## src/rtl/bscf_pkg.sv

```systemverilog
// Shared types and constants for the bone sample cull filter.
package bscf_pkg;
  localparam int unsigned MaxChildren = 8;
  localparam int unsigned SlotW = $clog2(MaxChildren);
  localparam int unsigned CntW = $clog2(MaxChildren + 1);
  localparam int unsigned QDepth = 2;

  typedef enum logic [2:0] {
    REG_MCX = 3'd0,
    REG_MCY = 3'd1,
    REG_MCZ = 3'd2,
    REG_JNT = 3'd3,
    REG_CNT = 3'd4,
    REG_MRG = 3'd5
  } reg_idx_e;

  // word handed from front to back
  typedef struct packed {
    logic signed [18:0] lx;
    logic signed [18:0] ly;
    logic signed [18:0] lz;
    logic signed [18:0] mx;
    logic signed [18:0] my;
    logic signed [18:0] mz;
  } vtx_t;

  function automatic logic signed [15:0] sat16(input logic signed [19:0] v);
    if (v > 20'sd32767) return 16'sh7fff;
    if (v < -20'sd32768) return 16'sh8000;
    return v[15:0];
  endfunction

  function automatic logic [17:0] absdiff(input logic signed [18:0] a,
                                          input logic signed [18:0] b);
    logic signed [19:0] d;
    d = {a[18], a} - {b[18], b};
    return d[19] ? 18'(-d) : d[17:0];
  endfunction
endpackage

```

## src/rtl/bscf_queue.sv

```systemverilog
// Short queue of transformed vertex words between front and back.
module bscf_queue import bscf_pkg::*; (
  input  logic clk_i,
  input  logic rst_ni,
  input  logic push_i,
  input  vtx_t data_i,
  output logic full_o,
  input  logic pop_i,
  output logic empty_o,
  output vtx_t data_o
);
  vtx_t       mem_q [QDepth];
  logic [0:0] wp_q, rp_q;
  logic [1:0] n_q;

  assign full_o = n_q == 2'(QDepth);
  assign empty_o = n_q == 2'd0;
  assign data_o = mem_q[rp_q];

  always_ff @(posedge clk_i or negedge rst_ni) begin
    if (!rst_ni) begin
      wp_q <= '0;
      rp_q <= '0;
      n_q  <= '0;
    end else begin
      if (push_i) wp_q <= wp_q + 1'b1;
      if (pop_i) rp_q <= rp_q + 1'b1;
      n_q <= n_q + 2'(push_i) - 2'(pop_i);
    end
  end

  always_ff @(posedge clk_i) begin
    if (push_i) mem_q[wp_q] <= data_i;
  end

  a_no_over: assert property (@(posedge clk_i) disable iff (!rst_ni)
    full_o |-> !push_i) else $error("queue overflow");
  a_no_under: assert property (@(posedge clk_i) disable iff (!rst_ni)
    empty_o |-> !pop_i) else $error("queue underflow");
  a_cnt: assert property (@(posedge clk_i) disable iff (!rst_ni)
    n_q <= 2'(QDepth)) else $error("queue count");
endmodule

```

## config.mk

```make
export PLATFORM = sky130hd
export DESIGN_NAME = bscf_queue
export DESIGN_NICKNAME = d
export VERILOG_FILES = /design/src/rtl/bscf_pkg.sv /design/src/rtl/bscf_queue.sv
export SDC_FILE = /design/constraint.sdc
export NUM_CORES = 1
export LEC_CHECK = 0
export BUFFER_PORTS_ARGS = -buffer_cell sky130_fd_sc_hd__buf_2
export CAP_MARGIN = 20
export CELL_PAD_IN_SITES_DETAIL_PLACEMENT = 0
export CELL_PAD_IN_SITES_GLOBAL_PLACEMENT = 2
export CORE_MARGIN = 2
export CORE_UTILIZATION = 38
export CTS_CLUSTER_SIZE = 25
export DETAILED_ROUTE_END_ITERATION = 8
export PLACE_DENSITY = 0.81
export SKIP_CTS_REPAIR_TIMING = 1
export SYNTH_ARGS = -nofsm -noshare
export SYNTH_HDL_FRONTEND = slang
export SYNTH_SLANG_ARGS = --single-unit
```

## constraint.sdc

```tcl
create_clock -name clk_i -period 6.7 [get_ports clk_i]
set_input_delay 0.67 -clock clk_i [delete_from_list [all_inputs] [get_ports clk_i]]
set_output_delay 0.67 -clock clk_i [all_outputs]
set_load 0.005 [all_outputs]
```

After elaboration in Yosys (flattened, before gate mapping)
Memories as Yosys holds them, arrays and structs flattened. Index checks and enable logic that the tools add are counted.

Memory bits (writable): 228. Memories: 1. Output and inout bits: 116. Logic and storage cells: 12. Register bits: 4.

Memories: mem_q (depth 2, width 114, rd ports 1, clocked after Yosys merged registers in 0, wr ports 1, RTL line bscf_queue.sv:12) `vtx_t mem_q [QDepth];`.

Reduce and logical (&&, ||, !) cells: 1. Add/sub/neg operators: 4. Equality and inequality tests: 1. Muxes and demuxes: 2.

Operators with widths (count): $add A1 B1 Y1 const B (2); $add A2 B1 Y2 (1); $eq A2 B2 Y1 const B (1); $logic_not A2 Y1 (1); $mux W1 (2); $sub A2 B1 Y2 (1).

Logic depth before layout (Yosys ltp)
Depth after elaboration: 2. Depth in mapped cells: 5. Gate-level depth less buffers: 5.

Worst setup path before layout
OpenSTA, ideal clock, no wires.

Kind: in2reg. Start point: in push_i. End point: mem mem_q[0][0] (netlist bit) (enable). Stages: 1. Data arrival time: 5.620 ns. Slack: 0.478 ns. Path buffers: 0. Library setup time: 0.602 ns. Path through: nor2b_1.

Word-level cells in the longest chain between the ends: 2.

RTL lines: start, declared (RTL line bscf_queue.sv:5) `input logic push_i,`; $mux W1 (RTL line bscf_queue.sv:33) `if (push_i) mem_q[wp_q] <= data_i;`; $mux W1 (not written as such) (RTL line bscf_queue.sv:33); end, declared (RTL line bscf_queue.sv:12).

No other way between the ends.

==> flow_summary.json <==
{
  "p_int_mw": 3.305,
  "finalNetCount": 743,
  "slowest_stage": "dfrtp_4",
  "syn_nets": 490,
  "drt_wl_total_um": 15960,
  "synthTopCellsByCount": "228 x edfxtp_1, 64 x mux2_2, 50 x mux2_4, 7 x buf_6, 6 x buf_2",
  "ios": 234,
  "wl_per_cell_um": 17.20,
  "slew_headroom_pct": 36.94,
  "fin_crit_sh_pct": 54.17,
  "power_density_nw_per_um2": 412.6,
  "cts_buffers": 26,
  "switching_share_pct": 26.28,
  "clockBufferDepth": 3,
  "fin_skew_ns": 0.008753,
  "drcViolationCount": 0,
  "clkTransAtPathRegs_ns": 0.06,
  "htreeDepth": 1,
  "switchingPower_mw": 1.178,
  "syn_avg_cell_area_um2": 23.31,
  "path_cells": "buf_4, mux2_2, buf_2",
  "antenna_found_initial": 1,
  "num_antenna_cells": 0,
  "netlist_instances": 370,
  "p_clk_share_pct": 28.2,
  "root_buffer": "clkbuf_16",
  "cp-end-kind": "output port",
  "outcome": "finished clean",
  "grt_start_max_net_pins": 60,
  "cap_violations": 0,
  "synth_top_area_share_pct": 79.40,
  "die_height_um": 154.6,
  "dr_total_vias": 4338,
  "setup_viol": 0,
  "gp_congestion": 0.6997,
  "tightest_slew_ns": 0.9459,
  "hp-class": "in -> reg",
  "p_comb_share_pct": 25.6,
  "ys_warn_count": 0,
  "cp_max_fo": 58,
  "fmax_ghz": 0.2755,
  "slew_violations": 0,
  "p_seq_share_pct": 46.2,
  "clock_latency_ns": 0.51,
  "synth_seq_cells": 232,
  "ant_nets": 0,
  "drive_above_1_share_pct": 60.34,
  "drtIter0Drc": 243,
  "num_rows": 55,
  "r2r_setup_slack_ns": 4.40,
  "start_kind": "flop",
  "track_usage_pct": 12.88,
  "arrival_ns": 2.96,
  "yosys.area.top_type": "edfxtp_1",
  "ys_types": 13,
  "p_leak_nw": 4.234,
  "first_global_vias": 4564,
  "numClockSinks": 232,
  "dieArea_um2": 23910,
  "core-area_um2": 22430,
  "fin_crit_ns": 3.630,
  "tns_ns": 0,
  "grt_pass1_wl_um": 24410,
  "syn_area_um2": 8623,
  "worstSetupPathType": "reg -> out",
  "io_buffers": 233,
  "crit_required_ns": 6.03,
  "synthArstFlopShare_pct": 1.724,
  "die_w_um": 154.6,
  "synth.yosys.seq_area_share_pct": 80.56,
  "synth.most_common_cell": "edfxtp_1",
  "dpl.hpwl_um": 10520,
  "rsz0062_at_grt": "no",
  "grt.overflow.total": 0,
  "drtPass1Iterations": 6,
  "vias_per_cell": 4.675,
  "cts_tree": "done",
  "hold_viol_final": 0,
  "syn_to_final_growth_pct": 26.02,
  "initial_core_util_pct": 38.44,
  "ys.flop_type": "edfxtp_1",
  "ys_top_cells_by_area": "edfxtp_1 79%, mux2_4 8.7%, mux2_2 8.4%",
  "peakVddDrop_mv": 0.3232,
  "dp.cells": 879,
  "cp_slowest_stage_delay_ns": 0.99,
  "synth_edf_count": 228,
  "stdcell_count": 928
}
layout by cell type (no fill, tap or decap), drive strengths merged:
cell / count
clkinv: 13
edfxtp: 228
nor2: 1
dfrtp: 4
inv: 3
xor3: 1
clkbuf: 33
nor2b: 2
dlygate4sd3: 1
mux2: 114
ha: 2
and2: 1
xor2: 2
buf: 237
clkinvlp: 1
routing by layer:
metal / vias up / share of wire [%] / track usage [%]
li1: 1979 / - / -
met1: 2151 / 39 / 14.92
met2: 169 / 49 / 22.22
met3: 39 / 8.4 / 4.623
met4: 0 / 3.3 / 4.453
met5: - / 0 / 0
stage by stage:
stage | hold WS [ns] | utilization [%] | setup slack [ns] | power, mW | cell area [um2]
finish | 0.3407 | 48.44 | 3.070 | 4.483 | 10870
global route | 0.3095 | 48.44 | 2.874 | 4.724 | 10870
CTS | -0.06665 | 48.39 | 2.976 | 4.560 | 10860
detailed placement | 0.4817 | 44.94 | 3.528 | 3.282 | 10080
global placement | 0.4771 | 44.94 | 3.585 | 3.243 | 10080
floorplan | 0.3744 | - | 0.4780 | 2.852 | 8623
worst max-delay path, delay by kind of cell, from the launching register on:
kind,cells,cell delay [ns]
multiplexers,1,0.42
buffers and inverters,2,0.97
flip-flops,1,0.99
area by class of cell:
type	count	area (um2)
tap	285	356.6
sequential	232	6950
inverter	2	7.507
clock inverter	15	77.57
timing repair buffer	238	1206
clock buffer	33	698.2
multi-input combinational	123	1570
fill	1882	11570
cell families after synthesis:
logic type,after synthesis,share of synthesized area (%)
adder cells (fa/ha/maj),2,0.2901
AND/OR/NAND/NOR,4,0.2612
buffers and inverters,15,1.349
flip-flops,232,80.56
XOR/XNOR,3,0.4788
multiplexers,114,17.06
registers in the layout, summed over array words and instances (netlist names):
signal,flops
n_q,2
wp_q,1
rp_q,1
mem_q,228
power groups by stage:
stage	clock network, mW	logic [mW]	registers, mW
after CTS	1.30	1.18	2.08
after global routing	1.37	1.25	2.10
after global placement	0	1.15	2.09
after floorplan	0	0.808	2.04
final	1.26	1.15	2.07
after detailed placement	0	1.17	2.11
final timing paths:
| path | startpoint | end | depth (start not counted) |
|---|---|---|---|
| max | rp_q | data_o[103] | 3 |
| max reg2reg | wp_q | mem_q[1][98] | 2 |
| min reg2reg | wp_q | wp_q | 1 |
| min in group asynchronous | rst_ni | wp_q | 2 |
| max in group asynchronous | rst_ni | rp_q | 2 |
| min | data_i[15] | mem_q[1][15] | 1 |
(Power assumes the default switching activity.)
