`src/rtl/bscf_pkg.sv`:
```
// Shared types and constants for the bone sample cull filter.
package bscf_pkg;
  localparam int unsigned MaxChildren = 8;
  localparam int unsigned SlotW = $clog2(MaxChildren);
  localparam int unsigned CntW = $clog2(MaxChildren + 1);
  localparam int unsigned QDepth = 2;

  typedef enum logic [2:0] {
    REG_MCX = 3'd0,
    REG_MCY = 3'd1,
    REG_MCZ = 3'd2,
    REG_JNT = 3'd3,
    REG_CNT = 3'd4,
    REG_MRG = 3'd5
  } reg_idx_e;

  // word handed from front to back
  typedef struct packed {
    logic signed [18:0] lx;
    logic signed [18:0] ly;
    logic signed [18:0] lz;
    logic signed [18:0] mx;
    logic signed [18:0] my;
    logic signed [18:0] mz;
  } vtx_t;

  function automatic logic signed [15:0] sat16(input logic signed [19:0] v);
    if (v > 20'sd32767) return 16'sh7fff;
    if (v < -20'sd32768) return 16'sh8000;
    return v[15:0];
  endfunction

  function automatic logic [17:0] absdiff(input logic signed [18:0] a,
                                          input logic signed [18:0] b);
    logic signed [19:0] d;
    d = {a[18], a} - {b[18], b};
    return d[19] ? 18'(-d) : d[17:0];
  endfunction
endpackage

```
`src/rtl/bscf_front.sv`:
```
// Front part: transforms a vertex into the local frame one axis at a time (x, y, then z).
module bscf_front import bscf_pkg::*; (
  input  logic               clk_i,
  input  logic               rst_ni,
  input  logic               valid_i,
  output logic               stall_o,
  input  logic               cmd_i,
  input  logic [2:0]         child_slot_i,
  input  logic signed [15:0] px_i,
  input  logic signed [15:0] py_i,
  input  logic signed [15:0] pz_i,
  input  logic signed [15:0] nx_i,
  input  logic signed [15:0] ny_i,
  input  logic signed [15:0] nz_i,
  input  logic [63:0]        col_x_i,
  input  logic [63:0]        col_y_i,
  input  logic [63:0]        col_z_i,
  input  logic               ld_ok_i,
  output logic               ld_we_o,
  output logic [SlotW-1:0]   ld_slot_o,
  output logic [47:0]        ld_data_o,
  output logic               q_push_o,
  output vtx_t               q_data_o,
  input  logic               q_full_i
);
  logic               busy_q;
  logic [1:0]         cnt_q;
  logic signed [15:0] p_q [3];
  logic signed [15:0] n_q [3];
  logic signed [18:0] l_q [3];
  logic signed [18:0] m_q [3];
  logic [63:0]        col;
  logic signed [35:0] sp, sn;
  logic signed [15:0] c0, c1, c2, tr;
  logic signed [21:0] rp, rn;
  logic               acc;

  // loads wait until no vertex is left ahead of them
  assign stall_o = busy_q || (cmd_i && !ld_ok_i);
  assign acc = valid_i && !stall_o;
  assign ld_we_o = acc && cmd_i && ({1'b0, child_slot_i} < 4'(MaxChildren));
  assign ld_slot_o = SlotW'(child_slot_i);
  assign ld_data_o = {pz_i, py_i, px_i};

  always_comb begin
    case (cnt_q)
      2'd0:    col = col_x_i;
      2'd1:    col = col_y_i;
      default: col = col_z_i;
    endcase
    c0 = col[15:0];
    c1 = col[31:16];
    c2 = col[47:32];
    tr = col[63:48];
    sp = 36'(p_q[0] * c0) + 36'(p_q[1] * c1) + 36'(p_q[2] * c2) + 36'sd8192;
    sn = 36'(n_q[0] * c0) + 36'(n_q[1] * c1) + 36'(n_q[2] * c2) + 36'sd8192;
    rp = sp[35:14];
    rn = sn[35:14];
  end

  assign q_push_o = busy_q && cnt_q == 2'd3 && !q_full_i;
  assign q_data_o = '{lx: l_q[0], ly: l_q[1], lz: l_q[2],
                      mx: m_q[0], my: m_q[1], mz: m_q[2]};

  always_ff @(posedge clk_i or negedge rst_ni) begin
    if (!rst_ni) begin
      busy_q <= 1'b0;
      cnt_q  <= 2'd0;
    end else if (acc && !cmd_i) begin
      busy_q <= 1'b1;
      cnt_q  <= 2'd0;
    end else if (busy_q && cnt_q != 2'd3) begin
      cnt_q <= cnt_q + 2'd1;
    end else if (q_push_o) begin
      busy_q <= 1'b0;
    end
  end

  always_ff @(posedge clk_i) begin
    if (acc && !cmd_i) begin
      p_q[0] <= px_i; p_q[1] <= py_i; p_q[2] <= pz_i;
      n_q[0] <= nx_i; n_q[1] <= ny_i; n_q[2] <= nz_i;
    end else if (busy_q && cnt_q != 2'd3) begin
      l_q[cnt_q] <= 19'(rp) + 19'(tr);
      m_q[cnt_q] <= 19'(rn);
    end
  end
endmodule

```
`config.mk`:
```
export PLATFORM = sky130hd
export DESIGN_NAME = bscf_front
export DESIGN_NICKNAME = d
export VERILOG_FILES = /design/src/rtl/bscf_pkg.sv /design/src/rtl/bscf_front.sv
export SDC_FILE = /design/constraint.sdc
export NUM_CORES = 2
export LEC_CHECK = 0
export ABC_AREA = 1
export BUFFER_PORTS_ARGS = -buffer_cell sky130_fd_sc_hd__clkbuf_2
export CELL_PAD_IN_SITES_DETAIL_PLACEMENT = 1
export CELL_PAD_IN_SITES_GLOBAL_PLACEMENT = 2
export CORE_MARGIN = 2
export CORE_UTILIZATION = 41
export CTS_BUF_LIST = sky130_fd_sc_hd__clkbuf_4 sky130_fd_sc_hd__clkbuf_8
export CTS_CLUSTER_DIAMETER = 30
export DETAILED_ROUTE_END_ITERATION = 6
export PLACE_DENSITY_LB_ADDON = 0.1
export SLEW_MARGIN = 20
export SYNTH_ARGS = -nofsm -noshare
export SYNTH_HDL_FRONTEND = slang
export SYNTH_SLANG_ARGS = --single-unit
```
`constraint.sdc`:
```
create_clock -name clk_i -period 13.05 [get_ports clk_i]
set_input_delay 1.305 -clock clk_i [delete_from_list [all_inputs] [get_ports clk_i]]
set_output_delay 1.305 -clock clk_i [all_outputs]
set_load 0.03 [all_outputs]
```
# After elaboration in Yosys (flattened, before gate mapping)
# Memories as Yosys holds them, arrays and structs flattened.
# Index checks and enable logic that the tools add are counted.
# op_classes
add_sub_neg,8
n_mul,6
n_eq_ne,4
n_mux,11
n_reduce_logical,16
# ops
op,count
16-bit by 16-bit multiplier with 32-bit output,6
64-bit case mux with 2 select lines,1
32-bit by 32-bit adder with 33-bit output,2
"33-bit by 15-bit adder with 33-bit output, second input constant",2
33-bit by 32-bit adder with 33-bit output,2
19-bit by 16-bit adder with 19-bit output,1
1-bit two-way mux,8
1-bit logical AND,7
1-bit logical NOT,4
2-bit two-way mux,2
"2-bit inequality test, second input constant",2
2-bit nonzero test,2
"2-bit by 1-bit adder with 2-bit output, second input constant",1
"2-bit by 1-bit equality test with 1-bit output, second input constant",1
"2-bit equality test, second input constant",1
2-bit logical NOT,1
2-bit AND reduction,1
1-bit logical OR,1
# word_totals
register_bits,3
ramBits,210
in_bits,297
output_inout_bits,168
elab_cells,51
mem_count,4
# memory_table
memory,depth,width,rd,rd_clocked_by_memory_dff,write_ports,line_no,text
l_q,3,19,3,0,1,bscf_front.sv:30,logic signed [18:0] l_q [3];
m_q,3,19,3,0,1,bscf_front.sv:31,logic signed [18:0] m_q [3];
n_q,3,16,3,0,3,bscf_front.sv:29,logic signed [15:0] n_q [3];
p_q,3,16,3,0,3,bscf_front.sv:28,logic signed [15:0] p_q [3];

# Longest topological paths before layout
# logic_depth
word_depth,8
depth_mapped,50
depth_no_buf,49

# Worst setup path before layout
# Ideal clock, no wire load.
# synth_timing
path_type,input port to flip-flop
start,input col_y_i[21]
end,"memory l_q[0][16], data pin"
setup_time_ps,269
t_arrival_ps,9480
required_ps,12781
path_slack_ps,3301
stages,36
n_path_buf,1
path_cell_list,a22o_1 > a21oi_1 > clkbuf_1 > nor2_1 > fa_1 > inv_1 > fa_1 > inv_1 > fa_1 > inv_1 > fa_1 > inv_1 > fa_1 > fa_1 > fa_1 > fa_1 > inv_1 > fa_1 > inv_1 > ha_1 > a21o_1 > a21oi_1 > o21ai_0 > a21oi_1 > xnor2_1 > ha_1 > inv_1 > fa_1 > o21ai_0 > nand3_1 > nand2_1 > nand2_1 > nand2_1 > a21oi_1 > o21bai_1 > xor2_1
# synth_via
elab_chain_cells,6
# synth_lines
element,line_no,text
from (decl),bscf_front.sv:16,"input logic [63:0] col_y_i,"
64-bit case mux with 2 select lines,bscf_front.sv:46,case (cnt_q)
16-bit by 16-bit multiplier with 32-bit output,bscf_front.sv:55,sp = 36'(p_q[0] * c0) + 36'(p_q[1] * c1) + 36'(p_q[2] * c2) + 36'sd8192;
32-bit by 32-bit adder with 33-bit output,bscf_front.sv:55,
33-bit by 32-bit adder with 33-bit output,bscf_front.sv:55,
33-bit by 15-bit adder with 33-bit output,bscf_front.sv:55,
19-bit by 16-bit adder with 19-bit output,bscf_front.sv:84,l_q[cnt_q] <= 19'(rp) + 19'(tr);
to (decl),bscf_front.sv:30,
# Every way passes these cells.

# Worst setup path in the final report
# layout_timing
start,register cnt_q[1]
end,"memory l_q[0][16], data pin"
# layout_via
elab_chain_cells,7
word_cells_on_any_way,10
classes_between,add/sub: 4; mul: 3; eq/ne: 1; mux: 1; reduce/logical: 1
# layout_lines
element,line_no,text
from (decl),bscf_front.sv:27,logic [1:0] cnt_q;
from (signal assigned),bscf_front.sv:73,cnt_q <= cnt_q + 2'd1;
2-bit by 1-bit equality test with 1-bit output / 2-bit logical NOT (equally long branches),bscf_front.sv:46,
64-bit case mux with 2 select lines *,bscf_front.sv:46,
16-bit by 16-bit multiplier with 32-bit output,bscf_front.sv:55,
32-bit by 32-bit adder with 33-bit output,bscf_front.sv:55,
33-bit by 32-bit adder with 33-bit output,bscf_front.sv:55,
33-bit by 15-bit adder with 33-bit output,bscf_front.sv:55,
19-bit by 16-bit adder with 19-bit output *,bscf_front.sv:84,
# Every way passes the cells marked *; elsewhere a longest branch is shown, timed or not.

==> metrics.yaml <==
worst_setup_path:
  cp_top_family: "adder cells"
  start_kind: "flop"
  cpMostUsedCell: "inv_1"
  path_depth: 40
  critPathRequiredTime_ns: 13.56
  worst-endpoint-arrival_ns: 12.73
  critPathMaxStageDelay_ns: 0.94
  critPathMaxFanout: 32
  path_buf_inv: 11
  cpMaxStageDelayCell: "a21oi_2"
  worstRegToRegCells: 40
  crit_type: "reg2reg"
  cp-end-kind: "flop"
  crit_path_start: "cnt_q[1]"
  rr_startpoint: "cnt_q[1]"
clock_network:
  postCtsHoldBufs: 0
  clockBufferDepth: 3
  cts_buffers: 60
  clock_sinks: 213
  clk_pin_slew_ns: 0.06
  post-cts-setup-buffer-count: 0
  cts-htree-levels: 2
  clock_latency_ns: 0.80
  ctsResizeCount: 0
  cts_tree: "yes"
  root_buffer: "clkbuf_8"
layout:
  fin_area_um2: 73600
  fillers: 19100
  final_cell_count_no_fill: 9817
  syn_to_final_growth_pct: 8.51
  final_nets: 10100
  drive_gt1_share_pct: 9.11
logic_synthesis:
  yosysTopAreaCell: "fa_1"
  synth_async_sr_flop_share_pct: 1.41
  synthFlopType: "edfxtp_1"
  yosysWarnings: 0
  muxShareOfSynthArea_pct: 0
  ys_seq_area_share_pct: 9.41
  syn_nets: 9801
  ys_ff_latch: 213
  synthAdderAreaFrac_pct: 61.6
  syn_area_per_cell_um2: 9.34
  synth_top_family_by_area: "adder cells"
  yosys.area.top_type_share_pct: 54.2
  synthesis.area_um2: 67800
  synthSimpleGateAreaFrac_pct: 11.1
  synth_xor_area_share_pct: 1.12
  synth_compound_area_share_pct: 2.66
  synth_cell_types: 43
  synth_edf_count: 210
  synthCells: 7264
  yosys-top-cells-area: "fa_1 54%, inv_1 12%, edfxtp_1 9.3%, ha_1 7.5%, nand2_1 6.2%"
placement:
  place_hpwl_mm: 225
  portBuffers: 458
  dpl.cell_count: 9702
  place_congestion: 0.928
  placed_area_um2: 72300
global_route:
  overflow: 0
  antenna_found_initial: 6
  grt_pass1_vias: 57700
  grt_max_degree: 66
  grt.total_usage_pct: 31.5
  grt_pass1_wl_mm: 379
route:
  vias_per_cell: 5.00
  post_drt_wl_per_cell_um: 26.0
  route.detailed.drc: 0
  drt-total-wl_mm: 256
  ant_nets: 0
  drt-pass1-iter-count: 6
  dr_total_vias: 49100
  drt_iter0_markers: 2309
timing:
  slew-limit-headroom_pct: 17.9
  finalSetupViolCount: 0
  fin_tns_setup_ns: 0
  finClkSkew_ns: 0.0463
  fin_crit_sh_pct: 93.7
  finalHoldViolCount: 0
  rsz0062_at_grt: "false"
  tightest_slew_ns: 1.22
  fmax_mhz: 81.8
  min_period_ns: 12.23
  finalMaxSlewViolations: 0
floorplanning:
  core_um2: 165000
  die_h_um: 411
  rows: 149
  fp.dieArea_um2: 169000
  dieWidth_um: 411
  start_util_pct: 41.2
  io_pins: 465
min_path:
  hp-class: "in2async"
flow_run:
  drv_cap: 0
status:
  status: "complete, no violations"
[layer usage]
metal  GRT usage [%]  vias up  wire length, µm
met2            57.6     1144           135000
met3            3.07      378             9280
met1            36.3    26400            95000
met5               0        -               11
li1                -    21100                -
met4            16.3        2            16000
[cell families (layout without fill, tap and decap cells)]
group / Yosys count / after routing
other: 0 / 2
buffers and inverters: 2468 / 2830
XOR/XNOR: 87 / 87
AND/OR/NAND/NOR: 1967 / 1967
AO/OA/AOI/OAI: 289 / 289
flip-flops: 213 / 213
adder cells (fa/ha/maj): 2240 / 2240
[layout make-up]
class	instances	area, µm²	area share [%]
tap	2189	2740	3.72
clock buffer	64	856	1.16
sequential	213	6380	8.67
multi-input combinational	4583	52100	70.7
inverter	2185	8200	11.1
timing repair buffer	532	2870	3.90
antenna	2	5.00	0.00680
clock inverter	49	502	0.682
[cell usage after synthesis, types with 2 or more instances]
| library cell | number |
|---|---|
| nand3_1 | 55 |
| or2_2 | 3 |
| nor3_1 | 13 |
| nand2_2 | 2 |
| buf_1 | 30 |
| a211oi_1 | 2 |
| ha_1 | 404 |
| o21bai_1 | 6 |
| buf_4 | 54 |
| o21ai_0 | 47 |
| a31oi_1 | 8 |
| edfxtp_1 | 210 |
| nor2_1 | 762 |
| buf_2 | 67 |
| nor4_1 | 2 |
| o21a_1 | 8 |
| clkbuf_1 | 132 |
| inv_2 | 13 |
| nand3b_1 | 3 |
| inv_1 | 2151 |
| a21oi_2 | 12 |
| xnor2_1 | 40 |
| xor2_1 | 47 |
| o221ai_1 | 4 |
| o311ai_0 | 2 |
| nand4_1 | 11 |
| a21oi_1 | 132 |
| nand2_1 | 1113 |
| a22o_1 | 48 |
| dfrtp_1 | 3 |
| a21o_1 | 12 |
| o221a_2 | 2 |
| fa_1 | 1836 |
| clkinv_1 | 21 |
[worst register-to-register path, delay by kind of cell, from the launching register on]
| kind | cells | cell delay, ns |
|---|---|---|
| DFF | 1 | 0.43 |
| buffers and inverters | 11 | 1.72 |
| and+or+nand+nor | 9 | 1.45 |
| xor gates and xnor gates | 2 | 0.75 |
| adders and majority gates | 12 | 5.44 |
| AOI/OAI and AO/OA | 6 | 2.18 |
[through the flow]
stage | util [%] | hold slack, ns | setup WS (ns)
5_1_grt | 44.7 | 0.279 | 0.215
4_1_cts | 44.7 | 0.248 | 0.799
3_5_place_dp | 43.9 | 0.532 | 0.870
2_1_floorplan | - | 0.499 | 3.30
6_report | 44.7 | 0.326 | 0.824
3_3_place_gp | 43.9 | 0.523 | 0.947
[state kept, by name (all words and copies together), names as in the netlist]
register / count
cnt_q: 2
n_q: 48
p_q: 48
busy_q: 1
m_q: 57
l_q: 57
[cells in the final DEF (no fill, tap or decap), types with 8 or more instances in the layout]
master,count
a22o_1,48
inv_2,14
clkbuf_2,458
a21oi_2,28
edfxtp_1,210
clkinvlp_4,10
fa_1,1836
a21oi_1,113
buf_4,72
clkbuf_8,60
clkinv_2,10
xnor2_1,40
nor3_1,13
a21o_1,12
clkinv_4,8
nor2_1,758
nand2_1,1113
ha_1,402
xor2_1,47
clkinv_1,33
a31oi_1,8
o21a_1,8
nand3_1,55
bufinv_16,8
o21ai_0,47
inv_1,2149
nand4_1,11
[final timing paths]
kind	end	slack, ns
max	l_q[0][16]	0.82
min	cnt_q[1]	0.33
max reg2reg	l_q[0][16]	0.82
min reg2reg	cnt_q[1]	0.54
max in group asynchronous	cnt_q[0]	12.61
min in group clk_i	cnt_q[1]	0.54
Power is left out: the tool's default activity adds up to more than one toggle a clock period on the data nets, which glitch-free logic cannot reach.
